[config.mk]
export PLATFORM = sky130hd
export DESIGN_NAME = mqtt_publish_deframer_top_flat
export DESIGN_NICKNAME = d
export VERILOG_FILES = /design/src/design/mqttpd_pkg.sv /design/src/design/mqttpd_if.sv /design/src/design/mqttpd_parser.sv /design/src/design/mqtt_publish_deframer_top.sv /design/src/flat_wrapper.sv
export VERILOG_INCLUDE_DIRS = /design/src /design/src/design
export SDC_FILE = /design/constraint.sdc
export NUM_CORES = 1
export LEC_CHECK = 0
export BUFFER_PORTS_ARGS = -buffer_cell sky130_fd_sc_hd__buf_2
export CORE_MARGIN = 5
export CORE_UTILIZATION = 55
export CTS_CLUSTER_DIAMETER = 30
export DETAILED_ROUTE_END_ITERATION = 10
export PLACE_DENSITY_LB_ADDON = 0.3
export SYNTH_ARGS = -nofsm -noshare
export SYNTH_HDL_FRONTEND = slang
export SYNTH_SLANG_ARGS = --single-unit
[constraint.sdc]
create_clock -name clk -period 6.4 [get_ports clk]
set_input_delay 0.64 -clock clk [delete_from_list [all_inputs] [get_ports clk]]
set_output_delay 0.64 -clock clk [all_outputs]
set_load 0.01 [all_outputs]
[src/design/mqtt_publish_deframer_top_defines.svh]
// Assertion macros for the MQTT PUBLISH deframer.
// Needs clk and rst_n in the scope where a macro is used.
`ifndef MQTT_PUBLISH_DEFRAMER_TOP_DEFINES_SVH
`define MQTT_PUBLISH_DEFRAMER_TOP_DEFINES_SVH

// Consequent must hold in the same cycle as the antecedent.
`define MQTTPD_ASSERT_NOW(lbl, ante, cons) \
    lbl: assert property (@(posedge clk) disable iff (!rst_n) (ante) |-> (cons)) \
        else $error("mqttpd assertion failed");

// Consequent must hold in the cycle after the antecedent.
`define MQTTPD_ASSERT_NEXT(lbl, ante, cons) \
    lbl: assert property (@(posedge clk) disable iff (!rst_n) (ante) |=> (cons)) \
        else $error("mqttpd assertion failed");

`endif

[src/design/mqttpd_pkg.sv]
// Types and constants shared by the MQTT PUBLISH deframer.
// No dependencies.
package mqttpd_pkg;

    localparam int MAX_LENGTH_DIGITS_DEF = 4;
    localparam int LEN_W                 = 28;
    localparam int TOPIC_W               = 16;
    localparam logic [3:0] PUBLISH_TYPE  = 4'd3;

    typedef enum logic [2:0] {
        PH_HEADER  = 3'd0,
        PH_LENGTH  = 3'd1,
        PH_TLEN_HI = 3'd2,
        PH_TLEN_LO = 3'd3,
        PH_TOPIC   = 3'd4,
        PH_PKTID   = 3'd5,
        PH_MESSAGE = 3'd6,
        PH_OTHER   = 3'd7
    } phase_t;

    typedef enum logic [2:0] {
        CLS_HEADER    = 3'd0,
        CLS_LENGTH    = 3'd1,
        CLS_TOPIC_LEN = 3'd2,
        CLS_TOPIC     = 3'd3,
        CLS_PKTID     = 3'd4,
        CLS_MESSAGE   = 3'd5,
        CLS_OTHER     = 3'd6
    } byte_class_t;

    typedef struct packed {
        byte_class_t cls;
        logic [3:0]  ptype;
        logic [1:0]  qos;
        logic        last;
        logic        mal;
    } res_t;

endpackage

[src/design/mqttpd_if.sv]
// Valid/ready channel interfaces of the MQTT PUBLISH deframer.
// Standalone; no package needed.
interface mqttpd_in_if;
    logic       valid;
    logic       ready;
    logic [7:0] rx_byte;

    modport source (output valid, output rx_byte, input ready);
    modport sink   (input valid, input rx_byte, output ready);
endinterface

interface mqttpd_out_if;
    logic       valid;
    logic       ready;
    logic [2:0] byte_class;
    logic [3:0] packet_type;
    logic [1:0] qos_level;
    logic [7:0] out_byte;
    logic       last_of_packet;
    logic       malformed;

    modport source (output valid, output byte_class, output packet_type, output qos_level,
                    output out_byte, output last_of_packet, output malformed, input ready);
    modport sink   (input valid, input byte_class, input packet_type, input qos_level,
                    input out_byte, input last_of_packet, input malformed, output ready);
endinterface

[src/design/mqttpd_parser.sv]
// Per-byte parse state and classification of the MQTT PUBLISH deframer.
// Depends on mqttpd_pkg.
module mqttpd_parser
    import mqttpd_pkg::*;
#(
    parameter int MAX_LENGTH_DIGITS = MAX_LENGTH_DIGITS_DEF
)(
    input  logic       clk,
    input  logic       rst_n,
    input  logic       step,
    input  logic [7:0] rx_byte,
    output res_t       res
);

    localparam logic [2:0] MaxDigits = 3'(MAX_LENGTH_DIGITS);

    phase_t             phase_reg, phase_next;
    logic [3:0]         type_reg, type_next;
    logic [1:0]         qos_reg, qos_next;
    logic [LEN_W-1:0]   left_reg, left_next;
    logic [1:0]         digit_reg, digit_next;
    logic [TOPIC_W-1:0] tlen_reg, tlen_next;
    logic [TOPIC_W-1:0] tleft_reg, tleft_next;
    logic [1:0]         id_reg, id_next;
    logic               bad_reg, bad_next;

    logic [LEN_W-1:0]   rem;
    logic [LEN_W-1:0]   len_sum;
    logic [4:0]         shamt;
    logic [TOPIC_W-1:0] tleft_dec;
    logic [1:0]         id_dec;
    logic               payload;

    always_comb
    begin
        phase_next = phase_reg;
        type_next  = type_reg;
        qos_next   = qos_reg;
        left_next  = left_reg;
        digit_next = digit_reg;
        tlen_next  = tlen_reg;
        tleft_next = tleft_reg;
        id_next    = id_reg;
        bad_next   = bad_reg;
        payload    = 1'b0;
        res.cls    = CLS_OTHER;
        res.last   = 1'b0;
        res.mal    = 1'b0;

        rem       = (left_reg != '0) ? left_reg - LEN_W'(1) : '0;
        shamt     = 5'(digit_reg) * 5'd7;
        len_sum   = left_reg + (LEN_W'(rx_byte[6:0]) << shamt);
        tleft_dec = (tleft_reg != '0) ? tleft_reg - TOPIC_W'(1) : '0;
        id_dec    = (id_reg != '0) ? id_reg - 2'd1 : '0;

        unique case (phase_reg)
            PH_HEADER:
            begin
                res.cls    = CLS_HEADER;
                type_next  = rx_byte[7:4];
                qos_next   = rx_byte[2:1];
                left_next  = '0;
                digit_next = '0;
                tlen_next  = '0;
                tleft_next = '0;
                id_next    = '0;
                bad_next   = 1'b0;
                phase_next = PH_LENGTH;
            end
            PH_LENGTH:
            begin
                res.cls   = CLS_LENGTH;
                left_next = len_sum;
                if (rx_byte[7])
                begin
                    if (({1'b0, digit_reg} + 3'd1) >= MaxDigits)
                    begin
                        // runaway length field: end it here and resync
                        bad_next   = 1'b1;
                        res.mal    = 1'b1;
                        res.last   = 1'b1;
                        phase_next = PH_HEADER;
                    end
                    else
                    begin
                        digit_next = digit_reg + 2'd1;
                    end
                end
                else if (len_sum == '0)
                begin
                    res.last   = 1'b1;
                    phase_next = PH_HEADER;
                end
                else
                begin
                    phase_next = (type_reg == PUBLISH_TYPE) ? PH_TLEN_HI : PH_OTHER;
                end
            end
            PH_TLEN_HI:
            begin
                payload    = 1'b1;
                res.cls    = CLS_TOPIC_LEN;
                tlen_next  = {rx_byte, 8'h00};
                if (rem == '0)
                    bad_next = 1'b1;
                phase_next = PH_TLEN_LO;
            end
            PH_TLEN_LO:
            begin
                payload    = 1'b1;
                res.cls    = CLS_TOPIC_LEN;
                tlen_next  = {tlen_reg[15:8], rx_byte};
                tleft_next = {tlen_reg[15:8], rx_byte};
                if (rem < LEN_W'({tlen_reg[15:8], rx_byte}))
                begin
                    bad_next   = 1'b1;
                    phase_next = PH_OTHER;
                end
                else if ({tlen_reg[15:8], rx_byte} == '0)
                begin
                    if (qos_reg != 2'd0)
                    begin
                        if (rem < LEN_W'(2))
                            bad_next = 1'b1;
                        id_next    = 2'd2;
                        phase_next = PH_PKTID;
                    end
                    else
                    begin
                        phase_next = PH_MESSAGE;
                    end
                end
                else
                begin
                    phase_next = PH_TOPIC;
                end
            end
            PH_TOPIC:
            begin
                payload    = 1'b1;
                res.cls    = CLS_TOPIC;
                tleft_next = tleft_dec;
                if (tleft_dec == '0)
                begin
                    if (qos_reg != 2'd0)
                    begin
                        if (rem < LEN_W'(2))
                            bad_next = 1'b1;
                        id_next    = 2'd2;
                        phase_next = PH_PKTID;
                    end
                    else
                    begin
                        phase_next = PH_MESSAGE;
                    end
                end
            end
            PH_PKTID:
            begin
                payload = 1'b1;
                res.cls = CLS_PKTID;
                id_next = id_dec;
                if (id_dec == '0)
                    phase_next = PH_MESSAGE;
            end
            PH_MESSAGE:
            begin
                payload = 1'b1;
                res.cls = CLS_MESSAGE;
            end
            PH_OTHER:
            begin
                payload = 1'b1;
                res.cls = CLS_OTHER;
            end
        endcase

        if (payload)
        begin
            left_next = rem;
            res.mal   = bad_next;
            if (rem == '0)
            begin
                res.last   = 1'b1;
                phase_next = PH_HEADER;
            end
        end

        res.ptype = type_next;
        res.qos   = qos_next;
    end

    always_ff @(posedge clk or negedge rst_n)
    begin
        if (!rst_n)
        begin
            phase_reg <= PH_HEADER;
            type_reg  <= '0;
            qos_reg   <= '0;
            left_reg  <= '0;
            digit_reg <= '0;
            tlen_reg  <= '0;
            tleft_reg <= '0;
            id_reg    <= '0;
            bad_reg   <= 1'b0;
        end
        else if (step)
        begin
            phase_reg <= phase_next;
            type_reg  <= type_next;
            qos_reg   <= qos_next;
            left_reg  <= left_next;
            digit_reg <= digit_next;
            tlen_reg  <= tlen_next;
            tleft_reg <= tleft_next;
            id_reg    <= id_next;
            bad_reg   <= bad_next;
        end
    end

endmodule

[src/design/mqtt_publish_deframer_top.sv]
// MQTT PUBLISH deframer, top level: channel registers around the parser.
// Depends on mqttpd_pkg, mqttpd_if.sv, mqttpd_parser and the defines header.
//
// Usage:
//   rx carries the received MQTT stream, one byte per transfer (rx_byte).
//   tx returns one tagged result per byte: byte_class, packet_type,
//   qos_level, the byte itself, last_of_packet and malformed.
//   Each byte lands in an input register; the parser classifies it and
//   updates its packet state while moving it into the output register.
//   Path: a byte taken from rx is held in the input register, then moved
//   into the output register, which drives tx.
//   Throughput: one byte per cycle, sustained while tx.ready stays high,
//   set by the combinational parser step between the two registers.
//   Stall: while tx.ready is low the output register holds its result;
//   one more byte is taken into the input register, then rx.ready drops
//   until tx drains. No byte is dropped or repeated.
//   Reset: both registers empty, parser waits for a fixed-header byte,
//   all counts and the held type/QoS cleared.
//   A runaway length field (too many continuation digits) ends the packet
//   at that digit with malformed set; the next byte is a new header.
`include "mqtt_publish_deframer_top_defines.svh"

module mqtt_publish_deframer_top
    import mqttpd_pkg::*;
#(
    parameter int MAX_LENGTH_DIGITS = MAX_LENGTH_DIGITS_DEF
)(
    input  logic           clk,
    input  logic           rst_n,
    mqttpd_in_if.sink      rx,
    mqttpd_out_if.source   tx
);

    // input stage
    logic       in_valid_reg, in_valid_next;
    logic [7:0] in_byte_reg;

    // output stage
    logic       out_valid_reg, out_valid_next;
    logic [7:0] out_byte_reg;
    res_t       out_res_reg;

    logic       adv;
    logic       take;
    res_t       res;

    // class decodes of the held result, used by the checks
    logic       out_hdr;
    logic       out_pub;

    // parser step moves the held byte into a free or draining output stage
    assign adv  = in_valid_reg && (!out_valid_reg || tx.ready);
    assign take = rx.valid && rx.ready;

    assign rx.ready = !in_valid_reg || adv;

    mqttpd_parser #(
        .MAX_LENGTH_DIGITS(MAX_LENGTH_DIGITS)
    ) u_parser (
        .clk     (clk),
        .rst_n   (rst_n),
        .step    (adv),
        .rx_byte (in_byte_reg),
        .res     (res)
    );

    always_comb
    begin
        priority if (take)
            in_valid_next = 1'b1;
        else if (adv)
            in_valid_next = 1'b0;
        else
            in_valid_next = in_valid_reg;

        priority if (adv)
            out_valid_next = 1'b1;
        else if (tx.ready)
            out_valid_next = 1'b0;
        else
            out_valid_next = out_valid_reg;
    end

    always_ff @(posedge clk or negedge rst_n)
    begin
        if (!rst_n)
        begin
            in_valid_reg  <= 1'b0;
            out_valid_reg <= 1'b0;
        end
        else
        begin
            in_valid_reg  <= in_valid_next;
            out_valid_reg <= out_valid_next;
        end
    end

    // payload registers, no reset
    always_ff @(posedge clk)
    begin
        if (take)
            in_byte_reg <= rx.rx_byte;
        if (adv)
        begin
            out_byte_reg <= in_byte_reg;
            out_res_reg  <= res;
        end
    end

    assign tx.valid          = out_valid_reg;
    assign tx.byte_class     = out_res_reg.cls;
    assign tx.packet_type    = out_res_reg.ptype;
    assign tx.qos_level      = out_res_reg.qos;
    assign tx.out_byte       = out_byte_reg;
    assign tx.last_of_packet = out_res_reg.last;
    assign tx.malformed      = out_res_reg.mal;

    assign out_hdr = (out_res_reg.cls == CLS_HEADER);
    assign out_pub = (out_res_reg.cls == CLS_TOPIC_LEN) || (out_res_reg.cls == CLS_TOPIC)
                  || (out_res_reg.cls == CLS_PKTID) || (out_res_reg.cls == CLS_MESSAGE);

    // header bytes never carry a fault from the previous packet
    `MQTTPD_ASSERT_NOW(a_hdr_clean, out_valid_reg && out_hdr, !out_res_reg.mal)
    // PUBLISH-only classes appear only under packet type 3
    `MQTTPD_ASSERT_NOW(a_pub_only, out_valid_reg && out_pub, out_res_reg.ptype == PUBLISH_TYPE)
    // a parser step always yields a result next cycle
    `MQTTPD_ASSERT_NEXT(a_adv_fills, adv, out_valid_reg)
    // a taken result with nothing behind it empties the output stage
    `MQTTPD_ASSERT_NEXT(a_drain, out_valid_reg && tx.ready && !adv, !out_valid_reg)

endmodule
[src/flat_wrapper.sv]
// flat-port wrapper written by rule: the top's interface ports become plain ports
module mqtt_publish_deframer_top_flat import mqttpd_pkg::*;
#(
    parameter int MAX_LENGTH_DIGITS = MAX_LENGTH_DIGITS_DEF
)
  (clk, rst_n, rx_valid, rx_rx_byte, rx_ready, tx_valid, tx_byte_class, tx_packet_type, tx_qos_level, tx_out_byte, tx_last_of_packet, tx_malformed, tx_ready);
  mqttpd_in_if rx_i ();
  mqttpd_out_if tx_i ();
  input  logic clk;
  input  logic rst_n;
  input wire logic [$bits(rx_i.valid)-1:0] rx_valid;
  input wire logic [$bits(rx_i.rx_byte)-1:0] rx_rx_byte;
  output wire logic [$bits(rx_i.ready)-1:0] rx_ready;
  output wire logic [$bits(tx_i.valid)-1:0] tx_valid;
  output wire logic [$bits(tx_i.byte_class)-1:0] tx_byte_class;
  output wire logic [$bits(tx_i.packet_type)-1:0] tx_packet_type;
  output wire logic [$bits(tx_i.qos_level)-1:0] tx_qos_level;
  output wire logic [$bits(tx_i.out_byte)-1:0] tx_out_byte;
  output wire logic [$bits(tx_i.last_of_packet)-1:0] tx_last_of_packet;
  output wire logic [$bits(tx_i.malformed)-1:0] tx_malformed;
  input wire logic [$bits(tx_i.ready)-1:0] tx_ready;
  assign rx_i.valid = rx_valid;
  assign rx_i.rx_byte = rx_rx_byte;
  assign rx_ready = rx_i.ready;
  assign tx_valid = tx_i.valid;
  assign tx_byte_class = tx_i.byte_class;
  assign tx_packet_type = tx_i.packet_type;
  assign tx_qos_level = tx_i.qos_level;
  assign tx_out_byte = tx_i.out_byte;
  assign tx_last_of_packet = tx_i.last_of_packet;
  assign tx_malformed = tx_i.malformed;
  assign tx_i.ready = tx_ready;
  mqtt_publish_deframer_top #(.MAX_LENGTH_DIGITS(MAX_LENGTH_DIGITS)) u_core (.clk(clk), .rst_n(rst_n), .rx(rx_i), .tx(tx_i));
endmodule
Word-level counts from Yosys, hierarchy flattened
Cells that the tools add are included.
{ "word_totals": {"regBits": 95, "in_bits": 12, "output_inout_bits": 21, "word_cells": 124} }
{ "op_classes": {"n_addsub": 6, "mul": 1, "magnitude_cmp": 3, "n_eq_ne": 13, "shift": 1, "mux": 51, "n_bitwise": 1, "reduce_logical": 30} }
{ "ops": {"columns": ["operator", "n"], "rows": [
  ["one-hot mux 16 bit (3 select lines)", 2],
  ["logical NOT 28 bit", 2],
  ["2-to-1 mux 28 bit", 2],
  ["one-hot mux 28 bit (2 select lines)", 1],
  ["logical NOT 16 bit", 2],
  ["2-to-1 mux 3 bit", 10],
  ["adder 28 bit", 1],
  ["< comparator 28 x 16 -> 1 bit", 1],
  ["< comparator 28 x 2 -> 1 bit, second input constant", 1],
  ["nonzero test 28 bit", 1],
  ["<< shifter 7 x 5 -> 28 bit", 1],
  ["subtractor 28 x 1 -> 28 bit, second input constant", 1],
  ["2-to-1 mux 2 bit", 12],
  ["one-hot mux 3 bit (7 select lines)", 1],
  ["one-hot mux 3 bit (6 select lines)", 1],
  ["2-to-1 mux 1 bit", 17],
  ["2-to-1 mux 16 bit", 1],
  ["nonzero test 16 bit", 1],
  ["subtractor 16 x 1 -> 16 bit, second input constant", 1],
  ["equality test 3 bit, second input constant", 4],
  ["nonzero test 2 bit", 6],
  ["!= test 2 bit, second input constant", 4],
  ["one-hot mux 2 bit (4 select lines)", 1],
  ["equality test 3 x 2 -> 1 bit, second input constant", 2],
  ["other kinds (25)", 30]
]} }

Depth between registers and ports, before layout
{ "logic_depth": {"word_depth": 9, "mapped_depth": 20, "depth_no_buf": 17} }

Hierarchy
A second synthesis with hierarchy kept.
{ "hier_totals": {"cells_unflattened": 979, "area_unflattened_um2": 7906.3} }
{ "by_module_without_submodules": {"columns": ["mod", "n_inst", "cells_each", "area_per_inst_um2", "seq_area_each_um2"], "rows": [
  ["mqttpd_parser", 1, 944, 6991.7, 1651.6],
  ["mqtt_publish_deframer_top", 1, 35, 914.6, 860.8]
]} }

Worst setup path after synthesis
No wires, ideal clock.
{ "synth_timing": {"path_kind": "register -> register", "start": "register u_core.u_parser.left_reg[9]", "end": "register u_core.out_res_reg, in the netlist u_core.tx.malformed (data pin)", "setup_time_ps": 268, "arrival_time_ps": 4572, "required_time_ps": 6132, "path_slack_ps": 1560, "path_stages_with_launch": 21, "n_path_buf": 4, "period_less_slack_ps": 4840, "path_cell_list": "dfrtp_1 > buf_6 > or4_1 > clkbuf_2 > or3_1 > buf_6 > or2_4 > nor4_1 > clkbuf_1 > nor2_1 > ha_1 > nand4_1 > nor4_1 > a31oi_1 > o31ai_1 > a211oi_2 > a2111oi_0 > o22a_1 > nor2_1 > a21oi_1 > o22ai_1"} }
{ "synth_rtl": {"columns": ["item", "line", "rtl"], "rows": [
  ["start, declared", "mqttpd_parser.sv:20", "logic [LEN_W-1:0] left_reg, left_next;"],
  ["start signal, assigned", "mqttpd_parser.sv:212", "left_reg <= left_next;"],
  ["end signal, assigned", "mqtt_publish_deframer_top.sv:106", "out_res_reg <= res;"],
  ["end, declared", "mqtt_publish_deframer_top.sv:41", "res_t out_res_reg;"]
]} }

==> metrics.md <==
| Metric | Value |
|---|---|
| Post-synth top area share | 0.2175 |
| Drt total wl | 23320 um |
| Max FFs per register | 28 |
| RSZ-0062 raised after global routing | false |
| Min Tclk post-route | 5.085 ns |
| Number of global-route vias before repair | 7285 |
| Max cap viols | 0 |
| Root Buffer | clkbuf_16 |
| IO buf count | 32 |
| Vias | 7706 |
| Synthesis-stage register bit count | 95 |
| Post-layout util | 0.5968 |
| Top fanout value on the critical path | 7 |
| Cts repair resizes | 0 |
| Pleak | 0.003427 uW |
| DRC Markers | 0 |
| Clock buffer depth | 2 |
| Syn Area/Cell | 7.985 um^2 |
| Register area | 2512 um^2 |
| Final-report max-slew violation count | 0 |
| Final setup TNS | 0 ns |
| I/O pin total | 33 |
| Core area | 13930 um^2 |
| Worst-margin pin slew | 1.133 ns |
| Share of post-route cells with drive strength above 1 | 0.08691 |
| Final Hold Fails | 0 |
| Drt pass-1 iters | 8 |
| # diodes | 0 |
| Worst-Skew Late Latency | 0.36 ns |
| Routability cong. | 0.9335 |
| Nets@finish | 1033 |
| WS Path Type | flop to flop |
| Post-Synthesis Cells | 980 |
| Total grt overflow | 0 |
| Synth warn | 0 |
| Worst Setup Start Kind | flop |
| Largest net degree at the start of global routing | 69 |
| Yosys cell types | 78 |
| Placed Cells incl. Taps | 1142 |
| Post-synth design cell area | 7825 um^2 |
| DP Worst Slack | 1.402 ns |
| Syn nets | 1040 |
| Final setup viols | 0 |
| First-pass GRT wire length | 37910 um |
| Max Freq | 196.7 MHz |
| Worst IR Drop VDD | 0.1403 mV |
| WL/cell | 20.14 um |
| DR iter-0 viols | 969 |
| Area of the multi-input gates | 4933 um^2 |
| Setup Skew | 0.01026 ns |
| Initial Utilization | 0.5616 |
| TritonCTS clock tree | done |
| Post-synth top area cell | dfrtp_1 |
| Critical Path End Type | flop |
| Final period utilization | 0.7945 |
| Fillers | 1296 |
| Total track usage | 0.2838 |
| Die Wd | 129.3 um |
| Tightest Hold Check Type | input port to async pin |
| Via/cell ratio | 6.655 |
| Clk pin slew, worst setup/hold paths | 0.07 ns |
| Slew Limit Headroom | 0.2430 |
| Die footprint | 16710 um^2 |
| PwrDens | 274.5 nW/um^2 |
| Initial antenna violation count | 0 |
| Layout area overhead | 6.284% |
| CP required | 6.48 ns |
| Number of synthesized flops with an enable pin | 27 |
| Placement Rows | 43 |
| Hold slack final | 0.4042 ns |
| CTS buffer count | 9 |
| Number of routed nets with antenna violations | 0 |
| Post-CTS setup repair buffer count | 0 |
| Ys async rst share | 0.7158 |
| Post-synthesis sequential area ratio | 0.3211 |
| Status | complete, no violations |
| Predominant post-synthesis flop cell | dfrtp_1 |
| Non-Filler Instances | 1158 |
| Final worst slack | 1.315 ns |
| Top post-synthesis cells by area | dfrtp_1 (22%), edfxtp_1 (10%), ha_1 (7.5%), o21ai_0 (5.9%), nand2_1 (4.9%) |
| WP data arrival | 5.17 ns |
| # clock sinks | 95 |
| Hold bufs inserted after CTS | 0 |
| Detailed placement HPWL | 16610 um |
| # H-tree levels | 3 |
| Die Span Y | 129.3 um |
==> where the power goes <==
group | switching, uW | internal (uW) | total, uW | leakage (uW)
Combinational | 572 | 357 | 929 | 0.00215
Sequential | 138 | 691 | 829 | 0.00114
Clock | 256 | 269 | 525 | 0.000128
Total | 966 | 1320 | 2280 | 0.00343
==> cells in the mapped netlist, types with 9 or more instances <==
library cell / count
xnor2_1: 24
nand3_1: 14
or4_1: 11
a21oi_1: 68
nand2b_1: 13
edfxtp_1: 27
ha_1: 47
inv_1: 36
and3_1: 10
nor3_1: 47
o21ai_0: 92
nor2_1: 98
dfrtp_1: 68
clkbuf_1: 45
a21o_1: 10
and2_1: 23
nor4_1: 23
nand2_1: 103
nor2b_1: 9
nand4_1: 18
a31oi_1: 10
o21a_1: 9
xor2_1: 15
==> layout make-up <==
class / instances / share of cell area
clock buffers: 10 / 0.02753
inverters: 36 / 0.01625
repair buffers: 41 / 0.02768
multi-input cells: 790 / 0.5932
flip-flops and latches: 95 / 0.3021
well taps: 180 / 0.02708
clock inverters: 6 / 0.006168
==> logic make-up after synthesis <==
kind of cell	after synthesis	synth area share
multiplexers	11	0.01519
buffers and inverters	95	0.04925
AND/OR/NAND/NOR	402	0.2552
flip-flops	95	0.3211
AO/OA/AOI/OAI	289	0.2367
adder cells (fa/ha/maj)	49	0.07899
XOR/XNOR	39	0.04365
==> worst max-delay path, cell delays in order (launching register included) <==
cell	delay, ns
dfrtp_1	0.47
or4_1	0.68
or3_1	0.52
or2_4	0.31
or4_4	0.52
and2_1	0.17
ha_1	0.30
nand4_1	0.15
nor4_1	0.41
o21ai_0	0.15
o211ai_1	0.13
a211oi_2	0.07
a2111oi_0	0.44
o22a_1	0.24
nor2_1	0.05
a21oi_1	0.12
o22ai_1	0.08
==> per-stage QoR <==
step | total power [uW] | area (um^2)
4_1_cts | 2265 | 8317
3_5_place_dp | 1740 | 8036
5_1_grt | 2418 | 8317
6_report | 2283 | 8317
2_1_floorplan | 1491 | 7825
3_3_place_gp | 1721 | 8036
==> layout by cell type (no fill, tap or decap), types with 7 or more instances in the layout <==
master     count
nor4_1        22
edfxtp_1      27
nand2b_1      13
a32oi_1        8
nor2b_1        9
a211oi_1       8
o21ai_0       91
buf_2         31
dfrtp_1       68
and2_1        23
o21a_1         9
mux2_2         7
and3_1        10
buf_4         10
a22o_1         7
nand3_1       14
a31oi_1       10
a21oi_1       68
or4_1         11
nand2_1      103
nor2_1        98
a21o_1        10
nor3_1        47
xor2_1        15
nand4_1       18
xnor2_1       24
inv_1         35
clkbuf_16      9
ha_1          47
==> worst paths after layout <==
check                                         endpoint                          from  cells after the start  slack, ns
max                                u_core.tx.malformed  u_core.u_parser.left_reg[11]                     16       1.32
min                        u_core.u_parser.left_reg[5]                         rst_n                      1       0.40
max reg2reg                        u_core.tx.malformed  u_core.u_parser.left_reg[11]                     16       1.32
min reg2reg                            u_core.tx.valid           u_core.in_valid_reg                      1       0.50
max in group asynchronous  u_core.u_parser.left_reg[6]                         rst_n                      1       5.34
min in group clk                 u_core.in_byte_reg[6]                 rx_rx_byte[6]                      1       0.46
==> metal layers <==
layer	vias up	GRT usage	routed length, um
met3	72	0.04534	1806
met5	-	0	0
met2	343	0.4439	10590
met4	0	0.1062	805
li1	3614	-	-
met1	3677	0.3978	10120
(Power assumes the default switching activity.)
